`src/hdl/lsbs_pkg.sv`:
```
// ----------------------------------------------------------------------------
// lsbs_pkg
// shared widths, constants, register indexes and control structs for the
// laser scan steering block
// ----------------------------------------------------------------------------
`default_nettype none

package lsbs_pkg;

    localparam int MaxBeams = 4096;
    localparam int BeamW    = 12;
    localparam int CountW   = 13;
    localparam int RangeW   = 16;
    localparam int CfgW     = 16;
    localparam int CfgAddrW = 2;
    localparam int ProdW    = 32;
    localparam int NumW     = 42;
    localparam int DivW     = 34;
    localparam int DivCntW  = 6;
    localparam int AngW     = 28;
    localparam int MagW     = 32;
    localparam int ScaledW  = 38;
    localparam int TurnW    = 32;
    localparam int SpeedW   = 16;

    localparam logic [RangeW-1:0] MinValidRange = 16'd50;
    localparam logic [RangeW-1:0] CloseRange    = 16'd250;
    localparam logic [AngW-1:0]   CloseAngle    = 28'd700000;
    localparam logic [NumW-1:0]   MradScale     = 42'd1000;
    localparam logic [ScaledW-1:0] CloseBoost   = 38'd50;
    localparam logic [MagW-1:0]   MagLimit      = 32'h8000_0000;
    localparam logic [TurnW-1:0]  TurnPosMax    = 32'h7FFF_FFFF;

    localparam logic [CfgAddrW-1:0] CFG_ANGLE_COEF  = 2'd0;
    localparam logic [CfgAddrW-1:0] CFG_ROBOT_SPEED = 2'd1;
    localparam logic [CfgAddrW-1:0] CFG_BEAM_COUNT  = 2'd2;
    localparam logic [CfgAddrW-1:0] CFG_ANGLE_STEP  = 2'd3;

    typedef struct packed {
        logic beam_en;
        logic mul1;
        logic mul2;
        logic div_step;
        logic fin_load;
    } lsbs_cmd_t;

    typedef struct packed {
        logic last_beam;
        logic div_done;
    } lsbs_stat_t;

endpackage

`default_nettype wire

```
`src/hdl/lsbs_ctrl.sv`:
```
// ----------------------------------------------------------------------------
// lsbs_ctrl
// sequencer: beam intake, end-of-scan multiply, divide and result hand-off
// ----------------------------------------------------------------------------
`default_nettype none

module lsbs_ctrl (
    input  wire logic               clk,
    input  wire logic               rst_n,
    input  wire logic               s_tvalid,
    output      logic               s_tready,
    output      logic               m_tvalid,
    input  wire logic               m_tready,
    input  wire lsbs_pkg::lsbs_stat_t stat,
    output      lsbs_pkg::lsbs_cmd_t  cmd
);

    localparam logic [2:0] S_RUN  = 3'd0;
    localparam logic [2:0] S_MUL1 = 3'd1;
    localparam logic [2:0] S_MUL2 = 3'd2;
    localparam logic [2:0] S_DIV  = 3'd3;
    localparam logic [2:0] S_FIN  = 3'd4;

    logic [2:0] state_reg;
    logic [2:0] state_next;
    logic       out_valid_reg;
    logic       out_valid_next;
    logic       accept;
    logic       out_free;

    assign s_tready = (state_reg == S_RUN);
    assign accept   = s_tvalid && s_tready;
    assign out_free = !out_valid_reg || m_tready;
    assign m_tvalid = out_valid_reg;

    always_comb
    begin
        state_next = state_reg;
        cmd        = '0;
        unique case (state_reg)
            S_RUN:
            begin
                cmd.beam_en = accept;
                if (accept && stat.last_beam)
                begin
                    state_next = S_MUL1;
                end
            end
            S_MUL1:
            begin
                cmd.mul1   = 1'b1;
                state_next = S_MUL2;
            end
            S_MUL2:
            begin
                cmd.mul2   = 1'b1;
                state_next = S_DIV;
            end
            S_DIV:
            begin
                cmd.div_step = 1'b1;
                if (stat.div_done)
                begin
                    state_next = S_FIN;
                end
            end
            S_FIN:
            begin
                if (out_free)
                begin
                    cmd.fin_load = 1'b1;
                    state_next   = S_RUN;
                end
            end
            default:
            begin
                state_next = S_RUN;
            end
        endcase
    end

    always_comb
    begin
        out_valid_next = out_valid_reg;
        if (cmd.fin_load)
        begin
            out_valid_next = 1'b1;
        end
        else if (m_tready)
        begin
            out_valid_next = 1'b0;
        end
    end

    always_ff @(posedge clk or negedge rst_n)
    begin
        if (!rst_n)
        begin
            state_reg     <= S_RUN;
            out_valid_reg <= 1'b0;
        end
        else
        begin
            state_reg     <= state_next;
            out_valid_reg <= out_valid_next;
        end
    end

endmodule

`default_nettype wire

```
`src/hdl/lsbs_dpath.sv`:
```
// ----------------------------------------------------------------------------
// lsbs_dpath
// config registers, per-half minimum tracking, gain multiply, restoring
// divider and output saturation
// ----------------------------------------------------------------------------
`default_nettype none

module lsbs_dpath (
    input  wire logic                              clk,
    input  wire logic                              rst_n,
    input  wire logic                              cfg_we,
    input  wire logic [lsbs_pkg::CfgAddrW-1:0]     cfg_addr,
    input  wire logic [lsbs_pkg::CfgW-1:0]         cfg_wdata,
    input  wire logic [lsbs_pkg::RangeW-1:0]       range_mm,
    input  wire lsbs_pkg::lsbs_cmd_t               cmd,
    output      lsbs_pkg::lsbs_stat_t              stat,
    output      logic [lsbs_pkg::TurnW-1:0]        turn_rate,
    output      logic [lsbs_pkg::SpeedW-1:0]       forward_speed
);

    logic [lsbs_pkg::CfgW-1:0]    angle_coef_reg;
    logic [lsbs_pkg::CfgW-1:0]    robot_speed_reg;
    logic [lsbs_pkg::CountW-1:0]  beam_count_reg;
    logic [lsbs_pkg::CfgW-1:0]    angle_step_reg;

    logic [lsbs_pkg::BeamW-1:0]   beam_index_reg;
    logic [lsbs_pkg::RangeW-1:0]  right_min_range_reg;
    logic [lsbs_pkg::BeamW-1:0]   right_min_beam_reg;
    logic [lsbs_pkg::RangeW-1:0]  left_min_range_reg;
    logic [lsbs_pkg::BeamW-1:0]   left_min_beam_reg;

    logic [lsbs_pkg::ProdW-1:0]   prod_reg;
    logic [lsbs_pkg::AngW-1:0]    ang_l_reg;
    logic [lsbs_pkg::AngW-1:0]    ang_r_reg;
    logic                         l_before_reg;
    logic                         r_before_reg;
    logic                         close_reg;
    logic                         num_zero_reg;
    logic [lsbs_pkg::DivW-1:0]    div_num_reg;
    logic [lsbs_pkg::RangeW-1:0]  div_rem_reg;
    logic [lsbs_pkg::DivCntW-1:0] div_cnt_reg;
    logic [lsbs_pkg::TurnW-1:0]   turn_reg;
    logic [lsbs_pkg::SpeedW-1:0]  speed_reg;

    logic [lsbs_pkg::CountW-1:0]  eff_count;
    logic [lsbs_pkg::BeamW-1:0]   half;
    logic [lsbs_pkg::CountW-1:0]  beam_ext;
    logic                         pos;
    logic [lsbs_pkg::RangeW-1:0]  big;
    logic [lsbs_pkg::RangeW-1:0]  small_val;
    logic [lsbs_pkg::BeamW-1:0]   l_off;
    logic [lsbs_pkg::BeamW-1:0]   r_off;
    logic [lsbs_pkg::NumW-1:0]    num_full;
    logic [lsbs_pkg::RangeW:0]    rem_sh;
    logic [lsbs_pkg::RangeW:0]    rem_sub;
    logic                         rem_ge;
    logic [lsbs_pkg::MagW-1:0]    mag;
    logic [lsbs_pkg::ScaledW-1:0] scaled;
    logic [lsbs_pkg::ScaledW-1:0] neg_lim;
    logic [lsbs_pkg::TurnW-1:0]   turn_val;

    // clamp beam count into 2 .. max beams
    always_comb
    begin
        eff_count = beam_count_reg;
        if (beam_count_reg < lsbs_pkg::CountW'(2))
        begin
            eff_count = lsbs_pkg::CountW'(2);
        end
        else if (beam_count_reg > lsbs_pkg::CountW'(lsbs_pkg::MaxBeams))
        begin
            eff_count = lsbs_pkg::CountW'(lsbs_pkg::MaxBeams);
        end
    end

    assign half     = eff_count[lsbs_pkg::CountW-1:1];
    assign beam_ext = {1'b0, beam_index_reg};

    assign stat.last_beam = (beam_ext >= (eff_count - lsbs_pkg::CountW'(1)));
    assign stat.div_done  = (div_cnt_reg == lsbs_pkg::DivCntW'(lsbs_pkg::DivW - 1));

    assign pos       = (left_min_range_reg >= right_min_range_reg);
    assign big       = pos ? left_min_range_reg : right_min_range_reg;
    assign small_val = pos ? right_min_range_reg : left_min_range_reg;
    assign l_off     = left_min_beam_reg - half;
    assign r_off     = right_min_beam_reg - half;
    assign num_full  = lsbs_pkg::NumW'(prod_reg) * lsbs_pkg::MradScale;

    // restoring divide step
    assign rem_sh  = {div_rem_reg, div_num_reg[lsbs_pkg::DivW-1]};
    assign rem_ge  = (rem_sh >= {1'b0, small_val});
    assign rem_sub = rem_sh - {1'b0, small_val};

    always_comb
    begin
        if (num_zero_reg)
        begin
            mag = '0;
        end
        else if ((small_val == '0) ||
                 (div_num_reg > lsbs_pkg::DivW'(lsbs_pkg::MagLimit)))
        begin
            mag = lsbs_pkg::MagLimit;
        end
        else
        begin
            mag = div_num_reg[lsbs_pkg::MagW-1:0];
        end
    end

    assign scaled = close_reg ? (lsbs_pkg::ScaledW'(mag) * lsbs_pkg::CloseBoost)
                              : lsbs_pkg::ScaledW'(mag);

    always_comb
    begin
        neg_lim = scaled;
        if (scaled > lsbs_pkg::ScaledW'(lsbs_pkg::MagLimit))
        begin
            neg_lim = lsbs_pkg::ScaledW'(lsbs_pkg::MagLimit);
        end
        if (pos)
        begin
            if (scaled > lsbs_pkg::ScaledW'(lsbs_pkg::TurnPosMax))
            begin
                turn_val = lsbs_pkg::TurnPosMax;
            end
            else
            begin
                turn_val = scaled[lsbs_pkg::TurnW-1:0];
            end
        end
        else
        begin
            turn_val = lsbs_pkg::TurnW'(0) - neg_lim[lsbs_pkg::TurnW-1:0];
        end
    end

    always_ff @(posedge clk or negedge rst_n)
    begin
        if (!rst_n)
        begin
            angle_coef_reg      <= 16'd512;
            robot_speed_reg     <= 16'd300;
            beam_count_reg      <= 13'd720;
            angle_step_reg      <= 16'd6136;
            beam_index_reg      <= '0;
            right_min_range_reg <= '0;
            right_min_beam_reg  <= '0;
            left_min_range_reg  <= '0;
            left_min_beam_reg   <= '0;
        end
        else
        begin
            if (cfg_we)
            begin
                unique case (cfg_addr)
                    lsbs_pkg::CFG_ANGLE_COEF:  angle_coef_reg  <= cfg_wdata;
                    lsbs_pkg::CFG_ROBOT_SPEED: robot_speed_reg <= cfg_wdata;
                    lsbs_pkg::CFG_BEAM_COUNT:
                        beam_count_reg <= cfg_wdata[lsbs_pkg::CountW-1:0];
                    lsbs_pkg::CFG_ANGLE_STEP:  angle_step_reg  <= cfg_wdata;
                    default: ;
                endcase
            end
            if (cmd.beam_en)
            begin
                if (beam_index_reg < half)
                begin
                    if (beam_index_reg == '0)
                    begin
                        right_min_range_reg <= range_mm;
                        right_min_beam_reg  <= '0;
                    end
                    else if ((range_mm < right_min_range_reg) &&
                             (range_mm > lsbs_pkg::MinValidRange))
                    begin
                        right_min_range_reg <= range_mm;
                        right_min_beam_reg  <= beam_index_reg;
                    end
                end
                else
                begin
                    if ((beam_index_reg == half) ||
                        ((range_mm < left_min_range_reg) &&
                         (range_mm > lsbs_pkg::MinValidRange)))
                    begin
                        left_min_range_reg <= range_mm;
                        left_min_beam_reg  <= beam_index_reg;
                    end
                end
                if (stat.last_beam)
                begin
                    beam_index_reg <= '0;
                end
                else
                begin
                    beam_index_reg <= beam_index_reg + lsbs_pkg::BeamW'(1);
                end
            end
        end
    end

    always_ff @(posedge clk)
    begin
        if (cmd.mul1)
        begin
            prod_reg     <= lsbs_pkg::ProdW'(angle_coef_reg) *
                            lsbs_pkg::ProdW'(big - small_val);
            ang_l_reg    <= lsbs_pkg::AngW'(l_off) * lsbs_pkg::AngW'(angle_step_reg);
            ang_r_reg    <= lsbs_pkg::AngW'(r_off) * lsbs_pkg::AngW'(angle_step_reg);
            l_before_reg <= (left_min_beam_reg < half);
            r_before_reg <= (right_min_beam_reg < half);
        end
        if (cmd.mul2)
        begin
            div_num_reg  <= num_full[lsbs_pkg::NumW-1:lsbs_pkg::NumW-lsbs_pkg::DivW];
            num_zero_reg <= (prod_reg == '0);
            div_rem_reg  <= '0;
            div_cnt_reg  <= '0;
            close_reg    <= (left_min_range_reg < lsbs_pkg::CloseRange) &&
                            (right_min_range_reg < lsbs_pkg::CloseRange) &&
                            (l_before_reg || (ang_l_reg < lsbs_pkg::CloseAngle)) &&
                            (r_before_reg || (ang_r_reg < lsbs_pkg::CloseAngle));
        end
        if (cmd.div_step)
        begin
            div_rem_reg <= rem_ge ? rem_sub[lsbs_pkg::RangeW-1:0]
                                  : rem_sh[lsbs_pkg::RangeW-1:0];
            div_num_reg <= {div_num_reg[lsbs_pkg::DivW-2:0], rem_ge};
            div_cnt_reg <= div_cnt_reg + lsbs_pkg::DivCntW'(1);
        end
        if (cmd.fin_load)
        begin
            turn_reg  <= turn_val;
            speed_reg <= close_reg ? (robot_speed_reg >> 1) : robot_speed_reg;
        end
    end

    assign turn_rate     = turn_reg;
    assign forward_speed = speed_reg;

endmodule

`default_nettype wire

```
`src/hdl/laser_scan_braitenberg_steer.sv`:
```
// ----------------------------------------------------------------------------
// laser_scan_braitenberg_steer
// obstacle avoidance steering from a streamed laser scan
//
// channel  | direction | contents
// s_axis   | in        | tdata[15:0] range_mm
// m_axis   | out       | tdata[31:0] turn_rate, tdata[47:32] forward_speed
// cfg      | in        | cfg_addr 0 angle_coef, 1 robot_speed, 2 beam_count,
//          |           | 3 angle_step
//
// one beam per cycle for every beam but the last of a scan
// last beam: the next beam is taken only after the multiply states MUL1 and MUL2,
// the 34-step restoring divider and the result load
// the result load waits while the previous result is not yet taken
// reset is asynchronous; no clearing pass
// ----------------------------------------------------------------------------
`default_nettype none

module laser_scan_braitenberg_steer (
    input  wire logic                          clk,
    input  wire logic                          rst_n,
    input  wire logic                          s_tvalid,
    output      logic                          s_tready,
    input  wire logic [15:0]                   s_tdata,   // range_mm
    output      logic                          m_tvalid,
    input  wire logic                          m_tready,
    output      logic [47:0]                   m_tdata,   // turn_rate, forward_speed
    input  wire logic                          cfg_we,
    input  wire logic [lsbs_pkg::CfgAddrW-1:0] cfg_addr,
    input  wire logic [lsbs_pkg::CfgW-1:0]     cfg_wdata
);

    lsbs_pkg::lsbs_cmd_t               cmd;
    lsbs_pkg::lsbs_stat_t              stat;
    logic [lsbs_pkg::TurnW-1:0]        turn_rate;
    logic [lsbs_pkg::SpeedW-1:0]       forward_speed;

    lsbs_ctrl u_ctrl (
        .clk      (clk),
        .rst_n    (rst_n),
        .s_tvalid (s_tvalid),
        .s_tready (s_tready),
        .m_tvalid (m_tvalid),
        .m_tready (m_tready),
        .stat     (stat),
        .cmd      (cmd)
    );

    lsbs_dpath u_dpath (
        .clk           (clk),
        .rst_n         (rst_n),
        .cfg_we        (cfg_we),
        .cfg_addr      (cfg_addr),
        .cfg_wdata     (cfg_wdata),
        .range_mm      (s_tdata),
        .cmd           (cmd),
        .stat          (stat),
        .turn_rate     (turn_rate),
        .forward_speed (forward_speed)
    );

    assign m_tdata = {forward_speed, turn_rate};

endmodule

`default_nettype wire

```
`config.mk`:
```
export PLATFORM = sky130hd
export DESIGN_NAME = laser_scan_braitenberg_steer
export DESIGN_NICKNAME = d
export VERILOG_FILES = /design/src/hdl/lsbs_pkg.sv /design/src/hdl/lsbs_ctrl.sv /design/src/hdl/lsbs_dpath.sv /design/src/hdl/laser_scan_braitenberg_steer.sv
export SDC_FILE = /design/constraint.sdc
export NUM_CORES = 2
export LEC_CHECK = 0
export BUFFER_PORTS_ARGS = -buffer_cell sky130_fd_sc_hd__buf_2
export CORE_UTILIZATION = 30
export CTS_BUF_LIST = sky130_fd_sc_hd__clkbuf_8
export DETAILED_ROUTE_END_ITERATION = 10
export GPL_ROUTABILITY_DRIVEN = 0
export HOLD_SLACK_MARGIN = 0.12
export PLACE_DENSITY = 0.52
export SYNTH_ARGS = -nofsm -noshare
export SYNTH_HDL_FRONTEND = slang
export SYNTH_HIERARCHICAL = 1
export SYNTH_SLANG_ARGS = --single-unit
export TNS_END_PERCENT = 1
```
`constraint.sdc`:
```
create_clock -name clk -period 25.2 [get_ports clk]
set_input_delay 5.04 -clock clk [delete_from_list [all_inputs] [get_ports clk]]
set_output_delay 5.04 -clock clk [all_outputs]
set_load 0.05 [all_outputs]
```
; Word-level counts from Yosys, hierarchy flattened
; Index checks and enable logic that the tools add are counted.
[word_totals]
regBits = 329
inputBits = 39
wordCells = 131
[classes]
n_bitwise = 1
n_eq_ne = 12
order_cmp = 18
multipliers = 5
reduce_logical = 28
n_addsub = 8
n_mux = 35
[op_table]
columns = cell, n
row1 = $mux 32, 5
row2 = $mux 16, 7
row3 = $mux 34, 2
row4 = $lt 28x20->1 const B, 2
row5 = $mul 12x16->28, 2
row6 = $mul 32x7->39 const B, 1
row7 = $gt 38x31->1 const B, 1
row8 = $gt 38x32->1 const B, 1
row9 = $mux 38, 1
row10 = $mul 32x5->37 const B, 1
row11 = $lt 12x12->1, 3
row12 = $mux 12, 3
row13 = $gt 34x32->1 const B, 1
row14 = $logic_not 32->1, 1
row15 = $lt 16x16->1, 2
row16 = $lt 16x8->1 const B, 2
row17 = $mul 16x32->32, 1
row18 = $sub 1x32->32 const A, 1
row19 = $mux 13, 2
row20 = $sub 12x12->12, 2
row21 = $ge 17x16->1, 1
row22 = $sub 16x16->17, 1
row23 = $ge 16x16->1, 1
row24 = $gt 16x6->1 const B, 1
row25 = other kinds (32), 62

; Longest topological paths before layout
[logic_depth]
word_depth = 12
depth_mapped = 42
depth_no_buf = 41

; Modules after synthesis
; Netlist, hierarchy kept.
[by_module_without_submodules]
columns = mod, n_inst, cells_each, seq_area_each_um2, area_per_inst_um2
row1 = lsbs_dpath, 1, 5092, 8836.0, 47902.2
row2 = lsbs_ctrl, 1, 25, 100.1, 240.2

; Worst setup path before layout
; OpenSTA, ideal clock, no wires.
[synth_path]
path_type = register -> register
start = register u_dpath/right_min_range_reg[10] in the netlist's numbering
end = register u_dpath/prod_reg[31] in the netlist's numbering, data pin
synth_period_minus_slack_ns = 9.276
setup_time_ns = 0.260
slack_ns = 15.924
stages_incl_launch_ff = 39
arrival_ns = 9.016
path_cell_list = dfrtp_1 > inv_1 > ha_1 > buf_2 > and3_4 > and2_4 > a211oi_4 > a21o_1 > buf_6 > mux2_2 > o21a_1 > a211oi_2 > o21ai_0 > a21oi_1 > clkbuf_1 > nand2_1 > fa_1 > inv_1 > [3 not listed] > inv_1 > fa_1 > inv_1 > fa_1 > inv_1 > fa_1 > ha_1 > or3_1 > o211ai_1 > nor2b_1 > o21a_1 > o21ai_0 > a21oi_1 > a41o_1 > o21ai_0 > o21ai_0 > a31oi_1 > xnor2_1
[synth_between]
elab_chain_len = 4
word_cells_on_any_way = 5
cone_classes = add/sub (1) / mul (1) / order compare (1) / mux (2)
[synth_lines]
columns = element, line
row1 = start: declaration, lsbs_dpath.sv:27  ; logic [lsbs_pkg::RangeW-1:0] right_min_range_reg;
row2 = start signal: assignment, lsbs_dpath.sv:171  ; right_min_range_reg <= range_mm;
row3 = start signal: assignment, lsbs_dpath.sv:177  ; right_min_range_reg <= range_mm;
row4 = $ge 16x16->1, lsbs_dpath.sv:82  ; assign pos = (left_min_range_reg >= right_min_range_reg);
row5 = $mux 16 (on tied branches), "lsbs_dpath.sv:83, lsbs_dpath.sv:84"
row6 = $sub 16x16->17 (*), lsbs_dpath.sv:208  ; lsbs_pkg::ProdW'(big - small_val);
row7 = $mul 16x32->32 (*), lsbs_dpath.sv:207  ; prod_reg <= lsbs_pkg::ProdW'(angle_coef_reg) *
row8 = end signal: assignment, lsbs_dpath.sv:207
row9 = end: declaration, lsbs_dpath.sv:32  ; logic [lsbs_pkg::ProdW-1:0] prod_reg;
; Every way passes the cells marked *; elsewhere a longest branch is shown, timed or not.
; A chain may end at the register's enable or synchronous reset.

; Worst setup path in the final report
[layout_path]
start = register u_dpath/right_min_range_reg[14] in the netlist's numbering
end = register u_dpath/prod_reg[31] in the netlist's numbering, data pin
; The elaborated chain is that of the path after synthesis.

==> flow_summary.ini <==
[global_route]
grtUsageTotal = 0.168
grt_pass1_wl_mm = 216
overflow = 0
antenna_found_initial = 18
first_global_vias = 37223
grt_max_degree = 86

[clocking]
cts_buffers = 66
cts.path.max_buffers = 3
tritoncts_num_sinks = 319
postCtsSetupBuffers = 0
cts_hold_buffers = 0
cts_resized = 0
h-tree-depth = 3
clk_pin_slew_ns = 0.05
root_buffer = clkbuf_8
clk_latency_ns = 0.76
cts_tree = built

[sta]
rsz0062_at_grt = false
final.setup.tns_ns = 0
fmax_mhz = 87.5
final_hold_viol_count = 0
worst_pin_slew_ns = 1.19
timing.final.crit_share = 0.454
slew_violations = 0
fin_crit_ns = 11.43
clock_skew_ns = 0.0537
slew_headroom = 0.204
setup_viol = 0

[logic_synthesis]
yosys_register_bits = 319
avgSynthCellArea_sq_um = 9.41
synth_most_common_cell = inv_1
synth_area_leaders = fa_1 26%, ha_1 14%, edfxtp_1 12%
synth_seq_area_share = 0.186
async_reset_ff_frac = 0.417
synth_top_cell_by_area = fa_1
yosysTopAreaCellShare = 0.264
synth_area_sq_um = 48100
synth_common_cells = 844 x inv_1, 636 x fa_1, 590 x nand2_1
synthCells = 5117
synth_cell_types = 111
ys.warnings.count = 6
synth_ff_type = edfxtp_1
syn_nets = 6346
synth_edf_count = 186

[drt]
wirelength_mm = 132
viasPerCell = 4.99
drt-pass1-iter-count = 6
drtAntennaViolNets = 0
drt-wirelength-per-cell_um = 18.2
drt_iter0_markers = 2303
vias = 36246
drc = 0

[cells_and_area]
final_layout_size_suffix_gt1_frac = 0.0878
largest_reg_flops = 34
seqCellArea_sq_um = 8940
nets = 6367
fill_cells = 16475
syn_to_final_growth_pct = 8.64
multi_input_area_sq_um = 35300

[setup_path]
cp.required_ns = 25.64
critPathCaptureType = flip-flop
slowest_delay_ns = 0.58
critPathArrivalTime_ns = 11.87
critPathMaxFanout = 52
crit_top_cell = fa_1
setup.worst_path.class = flip-flop to flip-flop
slowest_stage = a21oi_4
cp-start-kind = flip-flop

[die]
ioPinCount = 89
fp.coreArea_sq_um = 159000
die_x_um = 403
row_count = 146
start_util = 0.303
die-area_sq_um = 162000
fp.dieH_um = 403

[placement]
port_buffers = 88
dp_hpwl_mm = 107

[run_status]
status = completed

[hold_path]
hold_path_class = flip-flop to flip-flop

[run]
max_cap_violations = 0
==> layout by cell type, fill, tap and decap left out, types with 77 or more instances in the layout <==
cell type | Yosys | layout
a21oi_1 | 197 | 196
and2_1 | 253 | 253
buf_2 | 9 | 87
clkbuf_8 | 0 | 77
dfrtp_1 | 115 | 115
edfxtp_1 | 186 | 186
fa_1 | 636 | 636
ha_1 | 554 | 554
inv_1 | 844 | 864
mux2_2 | 117 | 117
nand2_1 | 590 | 590
nand3_1 | 82 | 82
nor2_1 | 189 | 186
nor3_1 | 78 | 77
o21ai_0 | 155 | 155
xnor2_1 | 117 | 112
==> metrics by stage <==
step / util / hold slack (ns) / area (sq um) / setup slack, ns / cells
floorplan: - / 0.461 / 48100 / 15.92 / 5117
finish: 0.329 / 0.518 / 52300 / 13.77 / 7266
global route: 0.329 / 0.536 / 52300 / 12.88 / 7266
CTS: 0.329 / 0.518 / 52300 / 13.78 / 7263
detailed placement: 0.320 / 0.500 / 50900 / 13.87 / 7142
global placement: 0.320 / 0.497 / 50900 / 13.96 / 7142
==> worst max-delay path, delay by kind of cell, from the launching register on <==
kind	cells	cell delay, ns
fa+ha+maj	9	3.75
flops	1	0.40
buf+inv	8	1.56
compound gates	14	3.70
simple gates	7	1.10
mux	1	0.34
xor+xnor	2	0.23
==> final cells by class <==
type                    count  share of cell area
well taps                2072              0.0496
repair buffers            143              0.0164
clock inverters            44             0.00598
diodes                      3            0.000144
clock buffers              77              0.0203
flip-flops and latches    319               0.171
inverters                 849              0.0609
multi-input cells        3759               0.676
==> cells by family after synthesis <==
group | synth area share
AND/OR/NAND/NOR | 0.151
adder cells (fa/ha/maj) | 0.408
buffers and inverters | 0.0823
AO/OA/AOI/OAI | 0.112
flip-flops | 0.186
XOR/XNOR | 0.0293
multiplexers | 0.0309
==> worst paths after layout <==
check                                                 from  cells past startpoint  slack (ns)                        endpoint
max                        u_dpath/right_min_range_reg[14]                     41       13.77            u_dpath/prod_reg[31]
min                           u_dpath/left_min_beam_reg[9]                      1        0.52    u_dpath/left_min_beam_reg[9]
max reg2reg                u_dpath/right_min_range_reg[14]                     41       13.77            u_dpath/prod_reg[31]
min reg2reg                   u_dpath/left_min_beam_reg[9]                      1        0.52    u_dpath/left_min_beam_reg[9]
max in group asynchronous                            rst_n                      2       19.48  u_dpath/right_min_range_reg[4]
min in group asynchronous                            rst_n                      1        4.33  u_dpath/right_min_beam_reg[11]
==> per-layer routing <==
metal  global-route usage  vias to the layer above  wire [um]
met5                    0                        -         32
met4               0.0418                        6       2740
met3               0.0197                      146       5670
met2                0.274                      799      61400
met1                0.237                    18342      62600
li1                     -                    16953          -
Power is not shown: default switching activity piles up to over one toggle a cycle in this logic, so the estimate is an artifact.
